==> config.mk <==
export PLATFORM = sky130hd
export DESIGN_NAME = double_ended_queue_core
export DESIGN_NICKNAME = d
export VERILOG_FILES = /design/src/rtl/core/deq_pkg.sv /design/src/rtl/core/deq_cell.sv /design/src/rtl/core/deq_back_sel.sv /design/src/rtl/core/double_ended_queue_core.sv
export VERILOG_INCLUDE_DIRS = /design/src /design/src/rtl/core
export SDC_FILE = /design/constraint.sdc
export NUM_CORES = 1
export LEC_CHECK = 0
export BUFFER_PORTS_ARGS = -buffer_cell sky130_fd_sc_hd__buf_2
export CAP_MARGIN = 10
export CORE_MARGIN = 10
export CORE_UTILIZATION = 43
export CTS_CLUSTER_DIAMETER = 60
export CTS_CLUSTER_SIZE = 28
export DETAILED_ROUTE_END_ITERATION = 12
export SLEW_MARGIN = 5
export SYNTH_ARGS = -nofsm -noshare
export SYNTH_HDL_FRONTEND = slang
export SYNTH_SLANG_ARGS = --single-unit
==> constraint.sdc <==
create_clock -name clk -period 3 [get_ports clk]
set_input_delay 0.45 -clock clk [delete_from_list [all_inputs] [get_ports clk]]
set_output_delay 0.45 -clock clk [all_outputs]
set_load 0.1 [all_outputs]
==> src/rtl/core/assert_macros.svh <==
// Assertion helpers shared by the RTL. Both expect clk in scope; DEQ_ASSERT also expects rst_n.
`ifndef ASSERT_MACROS_SVH
`define ASSERT_MACROS_SVH

// Checked on every rising edge outside reset.
`define DEQ_ASSERT(lbl, prop, msg) \
    lbl: assert property (@(posedge clk) disable iff (!rst_n) prop) else $error(msg);

// Checked on every rising edge, reset included.
`define DEQ_ASSERT_ALWAYS(lbl, prop, msg) \
    lbl: assert property (@(posedge clk) prop) else $error(msg);

`endif

==> src/rtl/core/deq_pkg.sv <==
// ----------------------------------------------------------------------------
// deq_pkg
// Command and status codes and the control word broadcast to the cell row.
// ----------------------------------------------------------------------------
`timescale 1ns / 1ps
`default_nettype none

package deq_pkg;

    localparam int CMD_W    = 3;
    localparam int STATUS_W = 2;

    localparam logic [CMD_W-1:0] CMD_PEEK       = 3'd0;
    localparam logic [CMD_W-1:0] CMD_PUSH_BACK  = 3'd1;
    localparam logic [CMD_W-1:0] CMD_PUSH_FRONT = 3'd2;
    localparam logic [CMD_W-1:0] CMD_POP_FRONT  = 3'd3;
    localparam logic [CMD_W-1:0] CMD_POP_BACK   = 3'd4;
    localparam logic [CMD_W-1:0] CMD_CLEAR      = 3'd5;

    localparam logic [STATUS_W-1:0] ST_OK    = 2'd0;
    localparam logic [STATUS_W-1:0] ST_EMPTY = 2'd1;
    localparam logic [STATUS_W-1:0] ST_FULL  = 2'd2;

    // At most one of these is set in a cycle.
    typedef struct packed {
        logic push_back;
        logic push_front;
        logic pop_front;
        logic pop_back;
        logic clear;
    } deq_ctl_t;

endpackage

`default_nettype wire

==> src/rtl/core/deq_cell.sv <==
// ----------------------------------------------------------------------------
// deq_cell
// One slot of the queue row. Holds a word and an occupied flag and trades
// them with its neighbors on front pushes and pops.
// ----------------------------------------------------------------------------
`timescale 1ns / 1ps
`default_nettype none

module deq_cell
    import deq_pkg::*;
#(
    parameter int DATA_WIDTH = 8
) (
    input  wire logic                  clk,
    input  wire logic                  rst_n,
    input  wire deq_ctl_t              ctl,
    input  wire logic [DATA_WIDTH-1:0] value,
    input  wire logic [DATA_WIDTH-1:0] prev_data,
    input  wire logic                  prev_occ,
    input  wire logic [DATA_WIDTH-1:0] next_data,
    input  wire logic                  next_occ,
    output logic      [DATA_WIDTH-1:0] data,
    output logic                       occ
);

    logic [DATA_WIDTH-1:0] data_reg;
    logic [DATA_WIDTH-1:0] data_next;
    logic                  occ_reg;
    logic                  occ_next;

    always_comb
    begin
        data_next = data_reg;
        occ_next  = occ_reg;
        if (ctl.clear)
        begin
            occ_next = 1'b0;
        end
        else if (ctl.push_front)
        begin
            data_next = prev_data;
            occ_next  = prev_occ;
        end
        else if (ctl.push_back)
        begin
            // first free slot takes the word
            if (!occ_reg && prev_occ)
            begin
                data_next = value;
                occ_next  = 1'b1;
            end
        end
        else if (ctl.pop_front)
        begin
            data_next = next_data;
            occ_next  = next_occ;
        end
        else if (ctl.pop_back)
        begin
            if (occ_reg && !next_occ)
            begin
                occ_next = 1'b0;
            end
        end
    end

    always_ff @(posedge clk or negedge rst_n)
    begin
        if (!rst_n)
        begin
            occ_reg <= 1'b0;
        end
        else
        begin
            occ_reg <= occ_next;
        end
    end

    always_ff @(posedge clk)
    begin
        data_reg <= data_next;
    end

    assign data = data_reg;
    assign occ  = occ_reg;

endmodule

`default_nettype wire

==> src/rtl/core/deq_back_sel.sv <==
// ----------------------------------------------------------------------------
// deq_back_sel
// Picks the word of the last occupied cell; zero when the row is empty.
// ----------------------------------------------------------------------------
`timescale 1ns / 1ps
`default_nettype none

module deq_back_sel #(
    parameter int DEPTH      = 16,
    parameter int DATA_WIDTH = 8
) (
    input  wire logic [DEPTH-1:0]      occ,
    input  wire logic [DATA_WIDTH-1:0] data [DEPTH],
    output logic      [DATA_WIDTH-1:0] back_value
);

    logic [DEPTH-1:0] last;

    // occupancy is a thermometer from cell 0, so the tail is where it ends
    assign last[DEPTH-1]   = occ[DEPTH-1];
    assign last[DEPTH-2:0] = occ[DEPTH-2:0] & ~occ[DEPTH-1:1];

    always_comb
    begin
        back_value = '0;
        for (int i = 0; i < DEPTH; i++)
        begin
            back_value = back_value | (data[i] & {DATA_WIDTH{last[i]}});
        end
    end

endmodule

`default_nettype wire

==> src/rtl/core/double_ended_queue_core.sv <==
// ----------------------------------------------------------------------------
// double_ended_queue_core
// Bounded double-ended queue of DEPTH words. When a command is taken, the
// row of cells (cell 0 is the front) shifts or fills in that edge, and the
// result word is shown from the next cycle on until it is taken. in_stall is
// high while a result waits, so no new command is taken until it is. Front and
// count come straight from registers; the back word is selected from the cell
// marking the end of the occupied run.
// ----------------------------------------------------------------------------
`timescale 1ns / 1ps
`default_nettype none
`include "assert_macros.svh"

module double_ended_queue_core
    import deq_pkg::*;
#(
    parameter int DEPTH      = 16,
    parameter int DATA_WIDTH = 8
) (
    input  wire logic                         clk,
    input  wire logic                         rst_n,
    input  wire logic                         in_valid,
    output logic                              in_stall,
    input  wire logic [CMD_W-1:0]             cmd,
    input  wire logic [DATA_WIDTH-1:0]        value,
    output logic                              out_valid,
    input  wire logic                         out_stall,
    output logic      [STATUS_W-1:0]          status,
    output logic      [DATA_WIDTH-1:0]        front_value,
    output logic      [DATA_WIDTH-1:0]        back_value,
    output logic      [$clog2(DEPTH + 1)-1:0] count,
    output logic                              is_empty
);

    localparam int CNT_W = $clog2(DEPTH + 1);

    typedef enum logic [1:0] {
        S_IDLE = 2'b01,
        S_OUT  = 2'b10
    } state_t;

    state_t                state_reg;
    state_t                state_next;
    logic [CNT_W-1:0]      count_reg;
    logic [CNT_W-1:0]      count_next;
    logic [STATUS_W-1:0]   status_reg;
    logic [STATUS_W-1:0]   status_next;
    deq_ctl_t              ctl;
    logic                  accept;
    logic                  full;
    logic                  empty;

    logic [DEPTH-1:0]      occ;
    logic [DATA_WIDTH-1:0] data      [DEPTH];
    logic [DATA_WIDTH-1:0] prev_data [DEPTH];
    logic [DATA_WIDTH-1:0] next_data [DEPTH];
    logic [DEPTH-1:0]      prev_occ;
    logic [DEPTH-1:0]      next_occ;

    assign in_stall = (state_reg != S_IDLE);
    assign accept   = in_valid && !in_stall;
    assign full     = occ[DEPTH-1];
    assign empty    = !occ[0];

    always_comb
    begin
        ctl         = '0;
        status_next = status_reg;
        count_next  = count_reg;
        if (accept)
        begin
            status_next = ST_OK;
            case (cmd)
                CMD_PUSH_BACK:
                begin
                    if (full)
                    begin
                        status_next = ST_FULL;
                    end
                    else
                    begin
                        ctl.push_back = 1'b1;
                        count_next    = count_reg + CNT_W'(1);
                    end
                end
                CMD_PUSH_FRONT:
                begin
                    if (full)
                    begin
                        status_next = ST_FULL;
                    end
                    else
                    begin
                        ctl.push_front = 1'b1;
                        count_next     = count_reg + CNT_W'(1);
                    end
                end
                CMD_POP_FRONT:
                begin
                    if (empty)
                    begin
                        status_next = ST_EMPTY;
                    end
                    else
                    begin
                        ctl.pop_front = 1'b1;
                        count_next    = count_reg - CNT_W'(1);
                    end
                end
                CMD_POP_BACK:
                begin
                    if (empty)
                    begin
                        status_next = ST_EMPTY;
                    end
                    else
                    begin
                        ctl.pop_back = 1'b1;
                        count_next   = count_reg - CNT_W'(1);
                    end
                end
                CMD_CLEAR:
                begin
                    ctl.clear  = 1'b1;
                    count_next = '0;
                end
                default:
                begin
                    // peek and spare codes
                end
            endcase
        end
    end

    always_comb
    begin
        state_next = state_reg;
        case (state_reg)
            S_IDLE:
            begin
                if (accept)
                begin
                    state_next = S_OUT;
                end
            end
            S_OUT:
            begin
                if (!out_stall)
                begin
                    state_next = S_IDLE;
                end
            end
            default:
            begin
                state_next = S_IDLE;
            end
        endcase
    end

    always_ff @(posedge clk or negedge rst_n)
    begin
        if (!rst_n)
        begin
            state_reg <= S_IDLE;
            count_reg <= '0;
        end
        else
        begin
            state_reg <= state_next;
            count_reg <= count_next;
        end
    end

    always_ff @(posedge clk)
    begin
        status_reg <= status_next;
    end

    // Neighbor wiring; the head sees an always-occupied slot holding the
    // incoming word, the tail sees an empty one.
    genvar g;
    generate
        for (g = 0; g < DEPTH; g++)
        begin : g_cell
            if (g == 0)
            begin : g_head
                assign prev_data[g] = value;
                assign prev_occ[g]  = 1'b1;
            end
            else
            begin : g_mid_prev
                assign prev_data[g] = data[g-1];
                assign prev_occ[g]  = occ[g-1];
            end
            if (g == DEPTH - 1)
            begin : g_tail
                assign next_data[g] = '0;
                assign next_occ[g]  = 1'b0;
            end
            else
            begin : g_mid_next
                assign next_data[g] = data[g+1];
                assign next_occ[g]  = occ[g+1];
            end

            deq_cell #(
                .DATA_WIDTH (DATA_WIDTH)
            ) u_cell (
                .clk       (clk),
                .rst_n     (rst_n),
                .ctl       (ctl),
                .value     (value),
                .prev_data (prev_data[g]),
                .prev_occ  (prev_occ[g]),
                .next_data (next_data[g]),
                .next_occ  (next_occ[g]),
                .data      (data[g]),
                .occ       (occ[g])
            );
        end
    endgenerate

    deq_back_sel #(
        .DEPTH      (DEPTH),
        .DATA_WIDTH (DATA_WIDTH)
    ) u_back_sel (
        .occ        (occ),
        .data       (data),
        .back_value (back_value)
    );

    assign out_valid   = (state_reg == S_OUT);
    assign status      = status_reg;
    assign front_value = data[0] & {DATA_WIDTH{occ[0]}};
    assign count       = count_reg;
    assign is_empty    = empty;

    `DEQ_ASSERT(a_occ_contig, $onehot0(occ & ~(occ >> 1)), "occupied cells not contiguous")
    `DEQ_ASSERT(a_cnt_occ, (count_reg == '0) == !occ[0], "count disagrees with head cell")
    `DEQ_ASSERT(a_full_cnt, out_valid && (status == ST_FULL) |-> full, "full status below depth")
    `DEQ_ASSERT_ALWAYS(a_out_blocks_in, out_valid |-> in_stall, "command taken while pending")
    `DEQ_ASSERT(a_row_hold, out_valid && out_stall |=> $stable({occ, count_reg}), "row moved")

endmodule

`default_nettype wire
### After elaboration in Yosys (flattened, before gate mapping)

Cells that the tools add are included.

* multiplexer cells: 191
* equal/unequal tests: 43
* $add $sub $neg: 2
* bitwise logic cells: 35
* reduce and logical (&&, ||, !) cells: 87

Operators by type and width (number)
* 8-bit 2-to-1 mux: 64
* 8-bit AND: 17
* 8-bit OR: 15
* 1-bit 2-to-1 mux: 118
* 3-bit AND reduction: 30
* 5-bit nonzero test: 16
* 4-bit by 3-bit != test with 1-bit output, second input constant: 15
* 3-bit by 2-bit != test with 1-bit output, second input constant: 15
* 1-bit zero test: 17
* 1-bit logical AND: 16
* 15-bit AND: 1
* 5-bit 2-to-1 mux: 3
* 15-bit inverter: 1
* 5-bit case mux with 3 select lines: 1
* 2-bit case mux with 2 select lines: 2
* 3-bit by 2-bit == test with 1-bit output, second input constant: 2
* 3-bit == test, second input constant: 2
* 2-bit 2-to-1 mux: 3
* 2-bit != test, second input constant: 3
* 2-bit AND reduction: 3
* 3-bit nonzero test: 2
* 5-bit by 1-bit adder with 5-bit output, second input constant: 1
* 5-bit by 1-bit subtractor with 5-bit output, second input constant: 1
* 2-bit by 1-bit != test with 1-bit output, second input constant: 2
* other kinds (7): 8

* input port bits: 15
* output and inout port bits: 26
* logic and storage cells: 393
* flip-flop bits (word level): 153

### Logic depth before layout (Yosys ltp)

* word-level depth: 18
* depth in mapped cells: 10
* mapped depth without buffers: 9

### Hierarchy

Synthesis repeated with hierarchy kept, for this count alone.

* cells, all modules: 933
* area, all modules: 9532.9 um^2

Modules (own cells, without submodules)
* deq_cell: cells an instance 47, times used 16, area each 500.5 um^2
* deq_back_sel: cells an instance 103, times used 1, area each 849.6 um^2
* double_ended_queue_core: cells an instance 78, times used 1, area each 675.6 um^2

### Worst setup path after synthesis

OpenSTA, ideal clock, no wires.

* path type: flip-flop to output port
* from: reg g_cell[0].u_cell.occ_reg
* to: out back_value[3]
* data required time: 2550 ps
* data arrival time: 2703 ps
* path slack: -153 ps
* cell stages (with the launch flop): 6
* buffers on the path: 0
* cell sequence: dfrtp_1 > inv_1 > nor2_1 > a22o_1 > a221oi_1 > nand4_1

* word-level cells in the longest chain between the ends: 17

Ends and longest elaborated chain
* from (decl): line deq_cell.sv:28 `logic occ_reg;`
* from (signal assigned): line deq_cell.sv:75 `occ_reg <= occ_next;`
* 15-bit AND: line deq_back_sel.sv:21 `assign last[DEPTH-2:0] = occ[DEPTH-2:0] & ~occ[DEPTH-1:1];`
* 8-bit AND: line deq_back_sel.sv:28 `back_value = back_value | (data[i] & {DATA_WIDTH{last[i]}});`
* 8-bit OR (15 in series): line deq_back_sel.sv:28
* to (decl): line double_ended_queue_core.sv:30 `output logic [DATA_WIDTH-1:0] back_value,`

Every way passes these cells.

### Worst setup path after layout

* from: reg g_cell[14].u_cell.occ_reg
* to: out back_value[5]

* word-level cells in the longest chain between the ends: 6
* elaborated cells between the ends (all ways): 7

Ends and longest elaborated chain (line)
* from (decl): deq_cell.sv:28
* from (signal assigned): deq_cell.sv:75
* 15-bit inverter: deq_back_sel.sv:21
* 15-bit AND *: deq_back_sel.sv:21
* 8-bit AND: deq_back_sel.sv:28
* 8-bit OR: deq_back_sel.sv:28
* 8-bit OR * (2 in series): deq_back_sel.sv:28

Every way passes the cells marked *; elsewhere a longest branch is shown, timed or not.

==> results.yml <==
finish:
  fillers: 1644
  final_cell_count_no_fill: 963
  layout.nets: 735
  largest_reg_flops: 128
  synthToLayoutAreaGrowth_pct: 14.7
  stdcell_area_um2: 9260
  drive_above_1_share: 0.181
  final_core_util: 0.498
  antenna_cells: 0
worst_setup_path:
  start_kind: "register"
  crit_arrival_ps: 2420
  critical_path_class: "register to output pin"
  cp.required_ps: 2550
  path_max_fanout: 7
  end_kind: "output pin"
global_routing:
  grt_antenna_before_repair: 0
  gr-total-overflow: 0
  grt_first_pass_wirelength_um: 40600
  grt_max_degree: 125
  first_global_vias: 6453
  grt_usage: 0.221
timing:
  fin_hold_ws_ps: 30.2
  rsz0062_at_grt: "no"
  relSlewSlack: 0.394
  max_freq_mhz: 349
  fin_crit_sh: 0.955
  slew_violations: 0
  finalHoldViolCount: 0
  fin_tns_setup_ps: 0
  setup_viol: 0
  finalCriticalPeriod_ps: 2870
  skew_ps: 9.41
  worst_slew_pin_slew_ps: 907
synthesis:
  synth_ff_type: "edfxtp_1"
  syn-num-nets: 705
  syn_inst: 686
  post_synth_num_cell_types: 50
  yosysMostFrequentCell: "edfxtp_1"
  netlist_top_cells_area: "edfxtp_1 48%, a221o_1 14%, dfrtp_1 6.8%"
  synthArstFlopShare: 0.150
  synth_common_cells: "130 x edfxtp_1, 113 x a221o_1, 58 x nor2_1"
  ys_seq_area_frac: 0.555
  yosysTopAreaCell: "edfxtp_1"
  syn_area_per_cell_um2: 11.8
  syn_area_um2: 8070
  synth_top_area_share: 0.484
  ys_warn_count: 0
  synth_edf_count: 130
  ys_seq_elements: 153
floorplanning:
  ios: 41
  design.core.area_um2: 18600
  die_area_um2: 24600
  num_rows: 50
  initial_core_util: 0.434
  die_y_um: 157
  die_w_um: 157
power:
  switching_power_mw: 3.53
  pwr-share-seq: 0.335
  clock_power_share: 0.272
  ir_drop_v: 0.00102
  combPwrFrac: 0.393
  switching_share: 0.435
  power_leakage_nw: 3.43
  p_int_mw: 4.58
  p_per_area_nw_per_um2: 876
routing:
  drt-initial-drc-count: 913
  route.met2.wl_um: 12400
  drc: 0
  wl_um: 27000
  num_vias: 6734
  detail-route-antenna-nets: 0
  drt-met1-wl_um: 10900
  wl_met3_um: 2930
  viasPerCell: 6.99
  first_pass_iters: 6
  highest_layer: "met4"
  drt-wirelength-per-cell_um: 28.1
place:
  hpwl_um: 18000
  post-place-cells: 931
  port_buffers: 40
  gp_congestion: 0.882
  placed_area_um2: 8650
run:
  drv_cap: 0
clocking:
  tritoncts: "done"
  cts_buffers: 17
  cts_root_buf: "clkbuf_16"
  clk_latency_ps: 430
  ctsHoldBuffers: 0
  cts_sinks: 153
  htreeDepth: 4
  clock_path_buffers: 2
  clk_pin_slew_ps: 70
status:
  status: "finished clean"
worst_hold_path:
  hp-class: "input port to async pin"
[per-layer routing]
layer | vias to the layer above | global-route usage
li1 | 2855 | -
met1 | 3377 | 0.292
met2 | 435 | 0.338
met3 | 67 | 0.0609
met4 | 0 | 0.0818
met5 | - | 0
[worst max-delay path, cell delays in order (launching register included)]
cell	delay, ps
dfrtp_1	470
inv_1	160
nor2_2	320
buf_4	230
a22o_1	140
a221oi_1	50
nand4_1	160
buf_2	450
[placed cells by master, fill, tap and decap left out, types with 3 or more instances in the layout]
master / Yosys / final
nor2_1: 58 / 55
a21oi_1: 8 / 8
ha_1: 3 / 3
buf_12: 0 / 4
a221o_1: 113 / 113
a31oi_1: 13 / 13
a21o_1: 22 / 22
o22ai_1: 8 / 8
nand2_1: 38 / 38
a21boi_0: 3 / 3
nand4_1: 8 / 8
nand2b_1: 6 / 6
o21ai_0: 21 / 21
o31ai_1: 3 / 3
clkinvlp_4: 0 / 6
dfrtp_1: 22 / 21
o32ai_1: 11 / 11
a221oi_1: 28 / 28
buf_4: 0 / 40
a22o_1: 23 / 23
mux2_2: 8 / 8
inv_1: 31 / 30
a22oi_1: 4 / 4
nand3_1: 3 / 3
edfxtp_1: 130 / 130
buf_2: 24 / 38
and2_1: 18 / 18
nor2b_1: 6 / 6
clkbuf_16: 0 / 17
[power groups by stage]
stage / Clock (mW) / Combinational [mW] / Sequential (mW)
CTS: 2.22 / 3.17 / 2.71
floorplan: 0 / 2.13 / 2.91
finish: 2.21 / 3.19 / 2.72
detailed placement: 0 / 3.16 / 2.75
global route: 2.31 / 3.34 / 2.74
global placement: 0 / 3.14 / 2.74
[worst paths after layout]
check | startpoint | slack (ps) | cells past startpoint | to
min reg2reg | count[2] | 530 | 2 | count[2]
max | g_cell[14].u_cell.occ | 130 | 7 | back_value[5]
min in group clk | out_stall | 180 | 2 | state_reg[0]
min | rst_n | 30 | 1 | g_cell[1].u_cell.occ
max in group asynchronous | rst_n | 2530 | 1 | g_cell[15].u_cell.occ
max reg2reg | state_reg[0] | 510 | 7 | g_cell[15].u_cell.data[6]
[cells by family after synthesis]
logic type	after synthesis	share of synthesized area
xor gates and xnor gates	3	0.00326
buffers and inverters	102	0.0512
adders and majority gates	4	0.00713
muxes	8	0.0112
AOI/OAI and AO/OA	268	0.283
DFF	153	0.555
and+or+nand+nor	148	0.0891
[through the flow]
stage / power [mW] / setup WS [ps]
finish: 8.11 / 134
floorplan: 5.04 / 85.6
detailed placement: 5.91 / 337
global route: 8.39 / 21.5
CTS: 8.10 / 9.91
global placement: 5.88 / 399
[layout make-up]
cell class,instances,area (um2),share of cell area
flip-flops and latches,153,4480,0.484
multi-input cells,431,3200,0.345
repair buffers,82,571,0.0616
clock buffers,20,457,0.0493
well taps,234,293,0.0316
clock inverters,12,140,0.0151
inverters,31,120,0.0130
[timing repair]
item / 4_1_cts / 5_1_grt
gates resized for setup: 0 / 3
endpoints found under the setup margin: 0 / 6
buffers inserted: 0 / 0
Note: power is estimated with default switching activity, not from simulation.
